<file path="src/sv/ipv6_literal_validator_macros.svh">
// Assertion macros shared by the validator RTL.
`ifndef IPV6_LITERAL_VALIDATOR_MACROS_SVH
`define IPV6_LITERAL_VALIDATOR_MACROS_SVH

// Same-cycle implication, sampled on clk, off during reset.
`define IPV6LV_ASSERT_IMP(lbl, ante, cons) \
  lbl: assert property (@(posedge clk) disable iff (!rst_n) (ante) |-> (cons)) \
    else $error("ipv6lv assertion failed");

// Next-cycle implication, sampled on clk, off during reset.
`define IPV6LV_ASSERT_NXT(lbl, ante, cons) \
  lbl: assert property (@(posedge clk) disable iff (!rst_n) (ante) |=> (cons)) \
    else $error("ipv6lv assertion failed");

`endif

</file>
<file path="src/sv/ipv6lv_pkg.sv">
`timescale 1ns / 1ps

package ipv6lv_pkg;

  localparam logic [7:0] CH_PERCENT = 8'h25;
  localparam logic [7:0] CH_DOT     = 8'h2E;
  localparam logic [7:0] CH_COLON   = 8'h3A;
  localparam logic [7:0] CH_ZERO    = 8'h30;
  localparam logic [7:0] CH_NINE    = 8'h39;

  localparam logic [3:0] MAX_GROUPS     = 4'd8;
  localparam logic [2:0] HEX_GROUP_MAX  = 3'd4;
  localparam logic [2:0] DEC_MAX_DIGITS = 3'd3;
  localparam logic [9:0] DEC_MAX_VALUE  = 10'd255;
  localparam logic [2:0] DOTS_NEEDED    = 3'd3;

  typedef struct packed {
    logic       failed;
    logic       at_start;
    logic       pending_colon;
    logic       double_colon_seen;
    logic [2:0] group_length;
    logic       group_all_hex;
    logic       group_has_dot;
    logic [3:0] group_total;
    logic [2:0] dotted_part_count;
    logic [2:0] dotted_digit_count;
    logic [9:0] dotted_part_value;
    logic       dotted_bad;
  } state_t;

  localparam state_t STATE_RESET = '{
    failed:             1'b0,
    at_start:           1'b1,
    pending_colon:      1'b0,
    double_colon_seen:  1'b0,
    group_length:       3'd0,
    group_all_hex:      1'b1,
    group_has_dot:      1'b0,
    group_total:        4'd0,
    dotted_part_count:  3'd0,
    dotted_digit_count: 3'd0,
    dotted_part_value:  10'd0,
    dotted_bad:         1'b0
  };

endpackage

</file>
<file path="src/sv/ipv6lv_step.sv">
`timescale 1ns / 1ps

module ipv6lv_step (
  input  ipv6lv_pkg::state_t state_cur,
  input  logic [7:0]         character,
  input  logic               last,
  output ipv6lv_pkg::state_t state_nxt,
  output logic               valid_res_nxt
);

  function automatic logic [2:0] sat_inc3(input logic [2:0] v);
    return (v == 3'd7) ? 3'd7 : v + 3'd1;
  endfunction

  function automatic logic [3:0] sat_add4(input logic [3:0] v, input logic [1:0] a);
    logic [4:0] s;
    s = {1'b0, v} + {3'b000, a};
    return s[4] ? 4'd15 : s[3:0];
  endfunction

  function automatic logic is_hex(input logic [7:0] c);
    return (c >= 8'h30 && c <= 8'h39) || (c >= 8'h61 && c <= 8'h66) ||
           (c >= 8'h41 && c <= 8'h46);
  endfunction

  // Close a non-empty group; a dotted group is legal only as the final one.
  function automatic ipv6lv_pkg::state_t close_group(input ipv6lv_pkg::state_t s,
                                                     input logic final_group);
    ipv6lv_pkg::state_t r;
    r = s;
    if (s.group_has_dot) begin
      if (!final_group || s.dotted_bad || s.dotted_digit_count == 3'd0 ||
          s.dotted_part_count != ipv6lv_pkg::DOTS_NEEDED) begin
        r.failed = 1'b1;
      end else begin
        r.group_total = sat_add4(s.group_total, 2'd2);
      end
    end else begin
      if (s.group_length > ipv6lv_pkg::HEX_GROUP_MAX || !s.group_all_hex) begin
        r.failed = 1'b1;
      end else begin
        r.group_total = sat_add4(s.group_total, 2'd1);
      end
    end
    r.group_length       = 3'd0;
    r.group_all_hex      = 1'b1;
    r.group_has_dot      = 1'b0;
    r.dotted_part_count  = 3'd0;
    r.dotted_digit_count = 3'd0;
    r.dotted_part_value  = 10'd0;
    r.dotted_bad         = 1'b0;
    return r;
  endfunction

  ipv6lv_pkg::state_t s;
  logic               is_digit;
  logic [9:0]         value_x10;
  logic [9:0]         value_new;
  logic [2:0]         digits_new;

  always_comb begin
    is_digit   = (character >= ipv6lv_pkg::CH_ZERO) && (character <= ipv6lv_pkg::CH_NINE);
    value_x10  = {state_cur.dotted_part_value[6:0], 3'b000} +
                 {state_cur.dotted_part_value[8:0], 1'b0};
    value_new  = value_x10 + {6'd0, character[3:0]};
    digits_new = sat_inc3(state_cur.dotted_digit_count);

    s = state_cur;
    valid_res_nxt = 1'b0;

    if (character == ipv6lv_pkg::CH_PERCENT) begin
      s.failed = 1'b1;
    end else if (character == ipv6lv_pkg::CH_COLON) begin
      if (state_cur.pending_colon) begin
        if (state_cur.double_colon_seen) begin
          s.failed = 1'b1;
        end
        s.double_colon_seen = 1'b1;
        s.pending_colon     = 1'b0;
        s.at_start          = 1'b0;
      end else if (state_cur.at_start) begin
        s.pending_colon = 1'b1;
      end else if (state_cur.group_length == 3'd0) begin
        s.failed = 1'b1;
      end else begin
        s = close_group(state_cur, 1'b0);
        s.pending_colon = 1'b1;
      end
    end else begin
      if (state_cur.pending_colon && state_cur.at_start) begin
        s.failed = 1'b1;
      end
      s.pending_colon = 1'b0;
      s.at_start      = 1'b0;
      s.group_length  = sat_inc3(state_cur.group_length);
      if (!is_hex(character)) begin
        s.group_all_hex = 1'b0;
      end
      if (character == ipv6lv_pkg::CH_DOT) begin
        s.group_has_dot = 1'b1;
        if (state_cur.dotted_digit_count == 3'd0) begin
          s.dotted_bad = 1'b1;
        end
        s.dotted_part_count  = sat_inc3(state_cur.dotted_part_count);
        s.dotted_digit_count = 3'd0;
        s.dotted_part_value  = 10'd0;
      end else if (is_digit) begin
        s.dotted_digit_count = digits_new;
        if (digits_new > ipv6lv_pkg::DEC_MAX_DIGITS) begin
          s.dotted_bad = 1'b1;
        end else begin
          s.dotted_part_value = value_new;
          if (value_new > ipv6lv_pkg::DEC_MAX_VALUE) begin
            s.dotted_bad = 1'b1;
          end
        end
      end else begin
        s.dotted_bad = 1'b1;
      end
    end

    if (last) begin
      if (s.pending_colon) begin
        s.failed = 1'b1;
      end
      if (s.group_length != 3'd0) begin
        s = close_group(s, 1'b1);
      end
      if (s.double_colon_seen) begin
        if (s.group_total >= ipv6lv_pkg::MAX_GROUPS) begin
          s.failed = 1'b1;
        end
      end else if (s.group_total != ipv6lv_pkg::MAX_GROUPS) begin
        s.failed = 1'b1;
      end
      valid_res_nxt = !s.failed;
      state_nxt     = ipv6lv_pkg::STATE_RESET;
    end else begin
      state_nxt = s;
    end
  end

endmodule

</file>
<file path="src/sv/ipv6_literal_validator.sv">
`timescale 1ns / 1ps
// Checks IPv6 address text fed one ASCII character per request, the final
// character flagged by in_last, and returns one request carrying out_valid_res
// after each flagged character (1 = valid literal, '%' anywhere rejects).
// One character is taken every cycle while in_stall is low; a character is
// held in the input register, where the running parse state is updated,
// and the verdict of a flagged character is then written to the result register.
// The input side stalls only when a flagged character waits while a previous
// verdict is still held by a stalled consumer.

`include "ipv6_literal_validator_macros.svh"

module ipv6_literal_validator (
  input  logic       clk,
  input  logic       rst_n,
  input  logic       in_valid,
  output logic       in_stall,
  input  logic [7:0] in_character,
  input  logic       in_last,
  output logic       out_valid,
  input  logic       out_stall,
  output logic       out_valid_res
);

  logic               in_vld_r;
  logic [7:0]         in_char_r;
  logic               in_last_r;
  ipv6lv_pkg::state_t state_r;
  ipv6lv_pkg::state_t state_nxt;
  logic               out_vld_r;
  logic               out_res_r;
  logic               res_nxt;
  logic               adv;
  logic               in_take;

  ipv6lv_step u_step (
    .state_cur     (state_r),
    .character     (in_char_r),
    .last          (in_last_r),
    .state_nxt     (state_nxt),
    .valid_res_nxt (res_nxt)
  );

  assign adv      = in_vld_r && (!in_last_r || !out_vld_r || !out_stall);
  assign in_stall = in_vld_r && !adv;
  assign in_take  = in_valid && !in_stall;

  always_ff @(posedge clk) begin
    if (!rst_n) begin
      in_vld_r  <= 1'b0;
      state_r   <= ipv6lv_pkg::STATE_RESET;
      out_vld_r <= 1'b0;
    end else begin
      if (!in_stall) begin
        in_vld_r <= in_valid;
      end
      if (adv) begin
        state_r <= state_nxt;
      end
      if (adv && in_last_r) begin
        out_vld_r <= 1'b1;
      end else if (!out_stall) begin
        out_vld_r <= 1'b0;
      end
    end
  end

  always_ff @(posedge clk) begin
    if (in_take) begin
      in_char_r <= in_character;
      in_last_r <= in_last;
    end
    if (adv && in_last_r) begin
      out_res_r <= res_nxt;
    end
  end

  assign out_valid     = out_vld_r;
  assign out_valid_res = out_res_r;

  `IPV6LV_ASSERT_NXT(a_hold_blocked, in_vld_r && !adv, in_vld_r && $stable(in_char_r))
  `IPV6LV_ASSERT_NXT(a_verdict_follows, adv && in_last_r, out_vld_r)
  `IPV6LV_ASSERT_NXT(a_state_cleared, adv && in_last_r, state_r == ipv6lv_pkg::STATE_RESET)
  `IPV6LV_ASSERT_IMP(a_no_overwrite, out_vld_r && out_stall, !(adv && in_last_r))

endmodule
</file>
<file path="config.mk">
export PLATFORM = sky130hd
export DESIGN_NAME = ipv6_literal_validator
export DESIGN_NICKNAME = d
export VERILOG_FILES = /design/src/sv/ipv6lv_pkg.sv /design/src/sv/ipv6lv_step.sv /design/src/sv/ipv6_literal_validator.sv
export VERILOG_INCLUDE_DIRS = /design/src /design/src/sv
export SDC_FILE = /design/constraint.sdc
export NUM_CORES = 1
export LEC_CHECK = 0
export BUFFER_PORTS_ARGS = -buffer_cell sky130_fd_sc_hd__clkbuf_2
export CORE_MARGIN = 2
export CORE_UTILIZATION = 50
export CTS_CLUSTER_DIAMETER = 30
export CTS_CLUSTER_SIZE = 40
export DETAILED_ROUTE_END_ITERATION = 8
export PLACE_DENSITY = 0.66
export SETUP_SLACK_MARGIN = 0.05
export SYNTH_ARGS = -nofsm -noshare
export SYNTH_HDL_FRONTEND = slang
export SYNTH_SLANG_ARGS = --single-unit
</file>
<file path="constraint.sdc">
create_clock -name clk -period 9.1 [get_ports clk]
set_input_delay 0.455 -clock clk [delete_from_list [all_inputs] [get_ports clk]]
set_output_delay 0.455 -clock clk [all_outputs]
set_load 0.01 [all_outputs]
</file>
==> results.md <==
- The post-CTS setup buffer count is 0.
- The fraction of final layout cells sized beyond drive strength 1 is 0.134.
- The dominant synthesized flop cell is sky130_fd_sc_hd__dfxtp_1.
- The clock-pin slew reported for the worst setup and hold paths after clock tree synthesis is 0.08 ns.
- The pin count of the biggest net entering global routing is 31.
- The routed design has 7600 um of wire.
- The cell count after placement is 447.
- Ranked by total cell area, the synthesized netlist is headed by sky130_fd_sc_hd__dfxtp_1 20%, sky130_fd_sc_hd__edfxtp_1 9.5%, sky130_fd_sc_hd__ha_1 8.7%, sky130_fd_sc_hd__nand2_1 4.3%, sky130_fd_sc_hd__a21oi_1 4.0%.
- The cell sitting at the root of the clock tree is a sky130_fd_sc_hd__clkbuf_8.
- TritonCTS built the clock tree.
- The number of nets in the final layout is 416.
- The HPWL reported at the end of detailed placement is 5680 um.
- The design draws 0.381 mW.
- The residual DRC count is 0.
- The total count of hold-check failures in the final report was 0.
- The number of gates given a new drive strength after cts is 0.
- Synthesis handed over a netlist of 371 instances.
- The die covers 6950 um2.
- Of all nets on the critical path, the largest fanout is 7.
- Setup repair after global routing left no endpoint under its margin.
- In the synthesized netlist the async set-or-reset flop fraction comes to 0.
- The final route contains 2766 vias.
- The global-route usage over all layers is 0.226.
- Dividing the final minimum period by the clock period gives 0.458.
- The kind of end point of the critical path is a register.
- For this design the static power due to leakage is 1.26 nW.
- In this run, the number of DRC markers left after iteration 0 of detailed routing was 138.
- Pin placement for this block handled 16 I/O pins.
- The most common cell after layout, fill and taps aside is sky130_fd_sc_hd__nand2_1.
- The transition time at the pin with the least slew margin is 0.882 ns.
- The sequential fraction of the synthesis area is 0.292.
- In the routed layout, each cell is associated on average with a via count of 6.08.
- The height of the chip is 83.4 um.
- The number of buffers on the longest clock path is 2.
- Summed over all failing endpoints, the final setup total negative slack is 0 ns.
- The count of cells in the finished layout, fillers not included, comes to 455.
- The diode insertion count for antenna repair is 0.
- The area added between synthesis and finish is 5.76%.
- The startpoint kind of the worst setup timing path is a register.
- Counting the fill cells in the layout gives 566.
- The initial antenna violation count is 0.
- For the worst setup path, the data arrival time is 4.28 ns.
- The H-tree was split into 2 levels.
- In this run, synthesis produced a sequential element count of 41.
- For this run, the number of Yosys warnings is 0.
- The floorplan has 28 rows.
- Clock latency on the worst-skew pair, taken at its later pin, is 0.30 ns.
- At the end of the flow the core is filled with cells to 0.556.
- The number of flops mapped to enable cells by yosys is 10.
- The final max-slew violation count was 0.
- The first-pass GRT wire length is 13000 um.
- The count of input and output buffers is 15.
- Yosys mapped the design onto 72 distinct sky130hd cell types.
- Of the post-synthesis cell area, the dominant cell type holds 0.197.
- The routed design uses 300 um of met3 wire.
- The number of global-route vias before repair is 2809.
- The post-synthesis average cell area is 8.49 um2.
- The maximum operating frequency is 0.240 GHz.
- The routability congestion estimate from global placement is 0.938.
- The first-pass iteration count of the detailed router is 4.
- The worst endpoint required time is 9.21 ns.
- Summed over all instances, the cell type with the most area after synthesis is sky130_fd_sc_hd__dfxtp_1.
- The smallest clock period supported by the final layout is computed as 4.17 ns.
- The region available for standard cell placement spans 5990 um2.
- The initial utilization of the core area, before any placement, comes to 0.526.
- The number of nets in the synthesized netlist is 408.
- The die is 83.4 um wide.
- The post-detailed-route wirelength per cell is 16.7 um.
- CTS saw 41 sinks.
- The remaining max-slew budget at the tightest pin is 0.410.
- For this block, wires on met1 add up to 3460 um.
- The met2 wire length is 3670 um.
- The number of setup violations in the final report is 0.
- Routed signal wires occupy layers up through met4.
- The worst hold path belongs to the class primary input to register.
- The largest voltage drop on the vdd net is 0.0768 mV.
- The critical path start-end classification is register to register.
- The remaining antenna violation count after routing is 0.
- Across the routed clock network, the largest skew measured is 0.00918 ns.
- The number of hold buffers added after CTS was 0.
- After synthesis the cells add up to 3150 um2.
- The total CTS buffers is 5.
- The run finished with clean final reports.
- The tool flagged a number of max-cap violations equal to 0.
- In the layout the commonest cells are 36 x sky130_fd_sc_hd__nand2_1, 31 x sky130_fd_sc_hd__dfxtp_1, 26 x sky130_fd_sc_hd__nor2_1, 25 x sky130_fd_sc_hd__a21oi_1, 22 x sky130_fd_sc_hd__ha_1.
- The total power density per cell area is 115 nW/um2.
- The total overflow left after global routing is 0.
[critical path: stages (launching register included)]
cell and delay, ns:
sky130_fd_sc_hd__edfxtp_1 0.47, sky130_fd_sc_hd__inv_1 0.11, sky130_fd_sc_hd__fa_1 0.55, sky130_fd_sc_hd__inv_1 0.07
sky130_fd_sc_hd__fa_1 0.47, sky130_fd_sc_hd__a211oi_1 0.26, sky130_fd_sc_hd__o21bai_1 0.10, sky130_fd_sc_hd__a21oi_1 0.18
sky130_fd_sc_hd__xor2_1 0.22, sky130_fd_sc_hd__a311oi_1 0.19, sky130_fd_sc_hd__or4b_4 0.53, sky130_fd_sc_hd__a211o_1 0.26
sky130_fd_sc_hd__a211oi_2 0.23, sky130_fd_sc_hd__mux2i_1 0.11, sky130_fd_sc_hd__a2111oi_2 0.20
[where the power goes]
part	internal [mW]	switching [mW]
logic	0.0137	0.0213
clock network	0.0824	0.0669
registers	0.191	0.00658
total	0.287	0.0947
[cells in the mapped netlist, types with 5 or more instances]
cell / number
sky130_fd_sc_hd__ha_1: 22
sky130_fd_sc_hd__edfxtp_1: 10
sky130_fd_sc_hd__nor3_1: 9
sky130_fd_sc_hd__nand2b_1: 5
sky130_fd_sc_hd__a21boi_0: 10
sky130_fd_sc_hd__a22oi_1: 8
sky130_fd_sc_hd__nand2_1: 36
sky130_fd_sc_hd__o21ai_0: 17
sky130_fd_sc_hd__nor2b_1: 18
sky130_fd_sc_hd__inv_1: 18
sky130_fd_sc_hd__nor2_1: 26
sky130_fd_sc_hd__xnor2_1: 6
sky130_fd_sc_hd__nand3_1: 20
sky130_fd_sc_hd__a21o_1: 6
sky130_fd_sc_hd__a21oi_1: 25
sky130_fd_sc_hd__dfxtp_1: 31
sky130_fd_sc_hd__clkbuf_1: 8
[registers in the layout, summed over array words and instances, names as in the netlist]
| signal | cells |
|---|---|
| in_last_r | 1 |
| out_valid_res | 1 |
| in_char_r | 8 |
| out_valid | 1 |
| state_r | 29 |
| in_vld_r | 1 |
[cells by family (layout without fill, tap and decap cells)]
kind of cell               Yosys count  in the layout  synth area share
DFF                                 41             41             0.292
xor gates and xnor gates             8              8            0.0222
AOI/OAI and AO/OA                  106            106             0.238
muxes                                7              7            0.0238
adders and majority gates           24             24             0.100
and+or+nand+nor                    153            153             0.271
buffers and inverters               32             41            0.0528
[per-stage QoR]
| stage | hold slack (ns) | worst slack, ns | area (um2) |
|---|---|---|---|
| final | 0.325 | 4.93 | 3330 |
| after global placement | 0.463 | 5.11 | 3220 |
| after detailed placement | 0.467 | 4.97 | 3220 |
| after floorplan | 0.445 | 5.33 | 3150 |
| after CTS | 0.314 | 4.93 | 3330 |
| after global routing | 0.309 | 4.64 | 3330 |
[final timing paths]
kind	from	to	slack (ns)	depth (start not counted)
worst max-delay path	in_char_r[3]	out_valid_res	4.93	14
worst min-delay path	in_character[5]	in_char_r[5]	0.33	1
worst max register to register	in_char_r[3]	out_valid_res	4.93	14
worst min register to register	state_r[8]	state_r[8]	0.48	2
[metal layers]
metal / track usage / up-vias
li1: - / 1387
met1: 0.282 / 1297
met2: 0.375 / 65
met3: 0.0388 / 17
met4: 0.110 / 0
met5: 0 / -
[layout make-up]
class	count	area [um2]	share of cell area
multi-input combinational	298	2060	0.619
timing repair buffer	15	75.1	0.0225
tap	75	93.8	0.0282
clock buffer	6	72.6	0.0218
sequential	41	921	0.276
inverter	18	67.6	0.0203
clock inverter	2	38.8	0.0116
(Power assumes the default switching activity.)
